**src/rtl/bed_pkg.sv**
```systemverilog
// Shared types and constants for the backslash escape decoder.
// No dependencies; used by bed_decode and backslash_escape_decoder.
package bed_pkg;

   typedef enum logic [1:0] {
      MODE_NORMAL = 2'd0,
      MODE_ESC    = 2'd1,
      MODE_OCT1   = 2'd2,
      MODE_OCT2   = 2'd3
   } mode_type;

   localparam logic [7:0] CHAR_BSLASH = 8'h5C;
   localparam logic [7:0] CHAR_ZERO   = 8'h30;
   localparam logic [7:0] CHAR_EIGHT  = 8'h38;

   // One decoded word.
   typedef struct packed {
      logic [7:0] data;
      logic       err;
      logic       eos;
   } rslt_type;

   // Up to two words produced by one input word.
   typedef struct packed {
      logic [1:0]     cnt;
      rslt_type [1:0] item;
   } bank_type;

endpackage

```
**src/rtl/bed_decode.sv**
```systemverilog
// Escape decoding state machine: holds mode and octal accumulator,
// turns one accepted input word into zero to two result words. Uses bed_pkg.
module bed_decode (
   input  logic              clock,
   input  logic              reset,
   input  logic              in_valid,
   input  logic [7:0]        in_byte,
   input  logic              in_final,
   output bed_pkg::bank_type bank
);

   bed_pkg::mode_type mode_ff, mode_in, mode_mid;
   logic [7:0]        oct_ff, oct_in, oct_mid;
   logic              is_oct;
   logic [7:0]        acc;
   logic              esc_hit;
   logic [7:0]        esc_code;

   // a third word from one input is dropped
   function automatic bed_pkg::bank_type push(bed_pkg::bank_type b,
                                              logic [7:0] d, logic e);
      bed_pkg::bank_type r;
      r = b;
      if (b.cnt != 2'd2) begin
         r.item[r.cnt[0]].data = e ? 8'h00 : d;
         r.item[r.cnt[0]].err  = e;
         r.item[r.cnt[0]].eos  = 1'b0;
         r.cnt = r.cnt + 2'd1;
      end
      return r;
   endfunction

   assign is_oct = (in_byte >= bed_pkg::CHAR_ZERO) && (in_byte < bed_pkg::CHAR_EIGHT);
   assign acc    = {oct_ff[4:0], in_byte[2:0]};

   always_comb begin
      esc_hit  = 1'b1;
      esc_code = 8'h00;
      case (in_byte)
         8'h6E:   esc_code = 8'h0A; // n
         8'h74:   esc_code = 8'h09; // t
         8'h72:   esc_code = 8'h0D; // r
         8'h61:   esc_code = 8'h07; // a
         8'h62:   esc_code = 8'h08; // b
         8'h66:   esc_code = 8'h0C; // f
         8'h76:   esc_code = 8'h0B; // v
         8'h45:   esc_code = 8'h1B; // E
         8'h65:   esc_code = 8'h1B; // e
         8'h5C:   esc_code = 8'h5C; // backslash
         default: esc_hit  = 1'b0;
      endcase
   end

   // next state
   always_comb begin
      mode_mid = mode_ff;
      oct_mid  = oct_ff;
      case (mode_ff)
         bed_pkg::MODE_NORMAL: begin
            if (in_byte == bed_pkg::CHAR_BSLASH) mode_mid = bed_pkg::MODE_ESC;
         end
         bed_pkg::MODE_ESC: begin
            if (esc_hit) begin
               mode_mid = bed_pkg::MODE_NORMAL;
            end else if (is_oct) begin
               mode_mid = bed_pkg::MODE_OCT1;
               oct_mid  = {5'd0, in_byte[2:0]};
            end else begin
               mode_mid = bed_pkg::MODE_NORMAL;
            end
         end
         bed_pkg::MODE_OCT1: begin
            if (is_oct) begin
               mode_mid = bed_pkg::MODE_OCT2;
               oct_mid  = acc;
            end else begin
               oct_mid  = 8'h00;
               mode_mid = (in_byte == bed_pkg::CHAR_BSLASH) ? bed_pkg::MODE_ESC
                                                             : bed_pkg::MODE_NORMAL;
            end
         end
         bed_pkg::MODE_OCT2: begin
            oct_mid = 8'h00;
            if (is_oct) begin
               mode_mid = bed_pkg::MODE_NORMAL;
            end else begin
               mode_mid = (in_byte == bed_pkg::CHAR_BSLASH) ? bed_pkg::MODE_ESC
                                                             : bed_pkg::MODE_NORMAL;
            end
         end
         default: mode_mid = bed_pkg::MODE_NORMAL;
      endcase
      if (in_final) begin
         mode_in = bed_pkg::MODE_NORMAL;
         oct_in  = 8'h00;
      end else begin
         mode_in = mode_mid;
         oct_in  = oct_mid;
      end
   end

   // outputs
   always_comb begin
      bank = '0;
      case (mode_ff)
         bed_pkg::MODE_NORMAL: begin
            if (in_byte != bed_pkg::CHAR_BSLASH) bank = push(bank, in_byte, 1'b0);
         end
         bed_pkg::MODE_ESC: begin
            if (esc_hit) begin
               bank = push(bank, esc_code, 1'b0);
            end else if (!is_oct) begin
               bank = push(bank, 8'h00, 1'b1);
            end
         end
         bed_pkg::MODE_OCT1, bed_pkg::MODE_OCT2: begin
            if (!is_oct) begin
               bank = push(bank, oct_ff, 1'b0);
               if (in_byte != bed_pkg::CHAR_BSLASH) bank = push(bank, in_byte, 1'b0);
            end else if (mode_ff == bed_pkg::MODE_OCT2) begin
               bank = push(bank, acc, 1'b0);
            end
         end
         default: bank = '0;
      endcase
      if (in_final) begin
         if (mode_mid == bed_pkg::MODE_ESC) begin
            bank = push(bank, 8'h00, 1'b1);
         end else if (mode_mid == bed_pkg::MODE_OCT1 || mode_mid == bed_pkg::MODE_OCT2) begin
            bank = push(bank, oct_mid, 1'b0);
         end
         if (bank.cnt == 2'd1) bank.item[0].eos = 1'b1;
         if (bank.cnt == 2'd2) bank.item[1].eos = 1'b1;
      end
   end

   always_ff @(posedge clock) begin
      if (reset) begin
         mode_ff <= bed_pkg::MODE_NORMAL;
         oct_ff  <= 8'h00;
      end else if (in_valid) begin
         mode_ff <= mode_in;
         oct_ff  <= oct_in;
      end
   end

endmodule

```
**src/rtl/backslash_escape_decoder.sv**
```systemverilog
// Top level of the backslash escape decoder: decode stage plus result queue.
// Depends on bed_pkg and bed_decode.
//
// Usage:
//  - req channel: one string byte per word in req_tdata, req_tlast on the
//    final byte of a string.
//  - rsp channel: decoded byte in rsp_tdata, rsp_tuser flags a malformed
//    escape (data is then zero), rsp_tlast marks the last result of a string.
//  - Each input word yields zero, one or two result words. Results are
//    written into the result queue when the input word is taken.
//  - Throughput is one word per cycle while req_tready is high; the
//    four-entry result queue takes a new word whenever it has room for two
//    results, and a word that yields two results needs two rsp transfers.
//  - When rsp stalls, results collect in the queue and req_tready drops once
//    fewer than two entries are free; nothing is lost.
//  - Synchronous reset returns the decoder to pass-through mode and empties
//    the queue.
module backslash_escape_decoder (
   input  logic       clock,
   input  logic       reset,
   input  logic       req_tvalid,
   output logic       req_tready,
   input  logic [7:0] req_tdata,  // [7:0] in_byte
   input  logic       req_tlast,  // is_final
   output logic       rsp_tvalid,
   input  logic       rsp_tready,
   output logic [7:0] rsp_tdata,  // [7:0] out_byte
   output logic       rsp_tuser,  // [0] error
   output logic       rsp_tlast   // end_of_string
);

   bed_pkg::bank_type bank;
   bed_pkg::rslt_type queue_ff [4];
   logic [1:0]        wr_ptr_ff, wr_ptr_in;
   logic [1:0]        rd_ptr_ff, rd_ptr_in;
   logic [2:0]        cnt_ff, cnt_in;
   logic              accept, pop;
   logic [1:0]        push_n;

   assign req_tready = cnt_ff < 3'd3;
   assign accept     = req_tvalid & req_tready;
   assign rsp_tvalid = cnt_ff != 3'd0;
   assign pop        = rsp_tvalid & rsp_tready;
   assign push_n     = accept ? bank.cnt : 2'd0;

   bed_decode u_decode (
      .clock    (clock),
      .reset    (reset),
      .in_valid (accept),
      .in_byte  (req_tdata),
      .in_final (req_tlast),
      .bank     (bank)
   );

   assign wr_ptr_in = wr_ptr_ff + push_n;
   assign rd_ptr_in = rd_ptr_ff + {1'b0, pop};
   assign cnt_in    = cnt_ff + {1'b0, push_n} - {2'b00, pop};

   always_ff @(posedge clock) begin
      if (reset) begin
         wr_ptr_ff <= 2'd0;
         rd_ptr_ff <= 2'd0;
         cnt_ff    <= 3'd0;
      end else begin
         wr_ptr_ff <= wr_ptr_in;
         rd_ptr_ff <= rd_ptr_in;
         cnt_ff    <= cnt_in;
      end
   end

   always_ff @(posedge clock) begin
      if (push_n != 2'd0) queue_ff[wr_ptr_ff] <= bank.item[0];
      if (push_n == 2'd2) queue_ff[wr_ptr_ff + 2'd1] <= bank.item[1];
   end

   assign rsp_tdata = queue_ff[rd_ptr_ff].data;
   assign rsp_tuser = queue_ff[rd_ptr_ff].err;
   assign rsp_tlast = queue_ff[rd_ptr_ff].eos;

endmodule
```
**config.mk**
```make
export PLATFORM = sky130hd
export DESIGN_NAME = backslash_escape_decoder
export DESIGN_NICKNAME = d
export VERILOG_FILES = /design/src/rtl/bed_pkg.sv /design/src/rtl/bed_decode.sv /design/src/rtl/backslash_escape_decoder.sv
export SDC_FILE = /design/constraint.sdc
export NUM_CORES = 1
export LEC_CHECK = 0
export ABC_AREA = 1
export BUFFER_PORTS_ARGS = -buffer_cell sky130_fd_sc_hd__buf_2
export CAP_MARGIN = 10
export CORE_ASPECT_RATIO = 1.75
export CORE_MARGIN = 1.5
export CORE_UTILIZATION = 50
export DETAILED_ROUTE_END_ITERATION = 12
export PLACE_DENSITY = 0.7
export SLEW_MARGIN = 30
export SYNTH_ARGS = -nofsm -noshare
export SYNTH_HDL_FRONTEND = slang
export SYNTH_SLANG_ARGS = --single-unit
export TNS_END_PERCENT = 10
```
**constraint.sdc**
```tcl
create_clock -name clock -period 9.89 [get_ports clock]
set_input_delay 1.978 -clock clock [delete_from_list [all_inputs] [get_ports clock]]
set_output_delay 1.978 -clock clock [all_outputs]
set_load 0.02 [all_outputs]
```
==> results.md <==
* Post-DRT Antenna Nets at 0
* Worst setup EP type: flop
* Post-Syn Area at 0.003882 mm²
* Commonest non-fill, non-tap cell in the layout: nand2_1
* Syn avg cell area at 7.409 µm²
* Buf/Inv on CP at 4
* Crit start category: input port
* Via count at 3648
* Seq cells post-synth at 57
* Max rail drop VDD at 114.8 µV
* Max Cap Viol at 0
* Pwr Total at 0.0008757 W
* Vias per cell at 5.790
* Final WL at 10.07 mm
* Slew @ Worst Pin at 0.9371 ns
* Setup TNS at 0 ns
* DRC Markers at 0
* Fmax at 205.8 MHz
* Root Buffer: clkbuf_16
* Reg area at 0.001541 mm²
* Max Transition Viols Final at 0
* Pwr/cell area at 206.1 mW/mm²
* Minimum clock period at 4.860 ns
* Post-synthesis simple-gate area fraction at 35.93%
* Synthesized net count at 545
* Die width at 69.61 µm
* Adder-cell share of the synthesized area at 2.772%
* Die height at 119.6 µm
* Rows at 42
* Crit-path max FO at 19
* Largest net degree at the start of global routing at 48
* Resize count post-CTS at 0
* Most frequent cells in the layout: 147 x nand2_1, 71 x nor2_1, 50 x inv_1, 45 x nand4_1, 40 x edfxtp_1
* Endpoints failing hold at 0
* DRT Pass-1 Iters at 5
* Wire length on met1 at 3.565 mm
* Post-synth EDFFs at 40
* Unrepaired setup endpoints after global routing: false
* WP data required at 10.10 ns
* Mux share of post-synthesis cell area at 0%
* Total GRT Usage at 24.43%
* Ys async rst share at 0%
* Register area share after synthesis at 39.70%
* Htree depth at 3
* DIE AREA at 0.008323 mm²
* DP Wirelength at 7.928 mm
* CP peak stage delay at 0.54 ns
* Port-buffer cells at 24
* WS Path Type: in -> reg
* Post-synth cell types at 37
* Core area at 0.007567 mm²
* Nets@finish at 558
* Worst R2R Path Depth at 14
* Xor-xnor portion of the synthesized cell area at 0.9024%
* Final core utilization at 56.15%
* Ant diodes at 0
* Clock buffer depth at 2
* Layout cell share with drive strength beyond 1 at 10.70%
* Post-CTS setup buffer count at 0
* Initial detailed-routing violation count at 330
* Met2 Routed Length at 5.413 mm
* Leakage at 1.834 nW
* Clk Latency, worst-skew pair at 0.33 ns
* Initial core utilization at 51.31%
* Cts hold-fix bufs at 0
* Initial antenna violation count at 0
* CTS buffer count at 9
* Delay-heaviest family, CP: adder cells
* Yosys Warn Count at 0
* Final-layout fill cell count at 707
* Setup Skew at 0.005386 ns
* CTS Sinks at 57
* Overflow after GRT at 0
* Cell count after synthesis at 524
* Crit path arrival time at 5.07 ns
* Synth Area in Compound Gates at 11.34%
* Largest family of logic cells by synthesized area: simple AND/OR/NAND/NOR gates
* Gpl congestion at 0.9656
* Hold Path Stages at 2
* WL/cell at 15.99 µm
* Slowest-stage cell, CP: a21oi_4
* Final Cycle Share at 49.14%
* Commonest register cell after synthesis: edfxtp_1
* Rel. slew slack at 37.30%
* Met3 Wirelength at 447 µm
* Num ports at 25
* CTS tree: built
* Max Used Layer: met4
* Crit-path cells: buf_2 -> nor2_1 -> nand2_4 -> nand3_2 -> nand3_2 -> ha_1 -> inv_1 -> nand2_1 -> nand2_2 -> a21oi_4 -> inv_2 -> ha_1 -> fa_1 -> xor2_1 -> inv_1 -> nor2_1
* Setup-failing EPs final at 0
* Hold WC Path Type: reg -> reg
* Status: finished, final reports clean
* Clock transition at path regs at 0.04 ns
* Area occupied by multi-input gates at 0.001978 mm²
* Area Growth Syn to Fin at 9.443%
* Vias in the first global route at 3308
* First-pass GRT wire length at 15.76 mm
* CP Depth at 16
[final timing paths]
check / to / from / slack (ns)
hold / removal: u_decode.oct_ff[1] / u_decode.oct_ff[1] / 0.47
setup reg to reg: cnt_ff[2] / u_decode.mode_ff[1] / 6.27
setup / recovery: cnt_ff[2] / req_tdata[3] / 5.03
hold reg to reg: u_decode.oct_ff[1] / u_decode.oct_ff[1] / 0.47
[final cells by class]
cell class / count / share of cell area (%)
timing repair buffer: 26 / 3.651
multi-input combinational: 391 / 46.55
clock buffer: 12 / 5.801
clock inverter: 4 / 0.5006
sequential: 57 / 36.28
inverter: 52 / 4.623
tap: 88 / 2.591
[logic make-up (layout without fill, tap and decap cells)]
family,after synthesis,after routing
adders and majority gates,8,8
DFF,57,57
xor gates and xnor gates,4,4
and+or+nand+nor,303,303
buffers and inverters,76,94
AOI/OAI and AO/OA,76,76
[registers in the layout (all words and copies together) (netlist names)]
register and count:
queue_ff 40, u_decode.mode_ff 2, u_decode.oct_ff 8, rd_ptr_ff 2, wr_ptr_ff 2, cnt_ff 3
[metal layers]
metal / up-vias / track usage (%)
li1: 1805 / -
met1: 1639 / 23.07
met2: 152 / 46.51
met3: 52 / 4.450
met4: 0 / 16.35
met5: - / 0
[synthesized netlist by cell type (5+ instances only)]
master | count | area, µm²
nor3_1 | 5 | 25.02
nand4_1 | 45 | 281.5
dfxtp_1 | 17 | 340.3
buf_6 | 7 | 78.83
o22ai_1 | 18 | 112.6
o21ai_0 | 31 | 155.2
clkbuf_1 | 11 | 41.29
a21oi_1 | 16 | 80.08
nand2_1 | 147 | 551.8
ha_1 | 7 | 87.58
nand2_2 | 5 | 31.28
edfxtp_1 | 40 | 1201
nor2_1 | 71 | 266.5
nand3_1 | 16 | 80.08
inv_1 | 50 | 187.7
[stage by stage]
| step | area (µm²) | instances | hold slack [ns] | setup WS (ns) |
|---|---|---|---|---|
| finish | 4249 | 630 | 0.4667 | 5.030 |
| global route | 4249 | 630 | 0.5035 | 4.752 |
| CTS | 4249 | 630 | 0.4665 | 5.032 |
| detailed placement | 3981 | 614 | 0.4594 | 4.692 |
| global placement | 3954 | 613 | 0.4554 | 4.431 |
| floorplan | 3882 | 524 | 0.4453 | 5.369 |
[report_power, final]
part           internal (W)  switching [W]
registers          0.000298      0.0000237
logic             0.0000838       0.000199
clock network      0.000174      0.0000973
total              0.000555       0.000320
[worst register-to-register path, delay by kind of cell, from the launching register on]
family / cells / cell delay [ns]
xor gates and xnor gates: 1 / 0.18
AOI/OAI and AO/OA: 2 / 0.80
buffers and inverters: 3 / 0.18
adders and majority gates: 3 / 1.09
and+or+nand+nor: 5 / 0.54
DFF: 1 / 0.69
No activity file was read; power rests on OpenSTA's default activity.
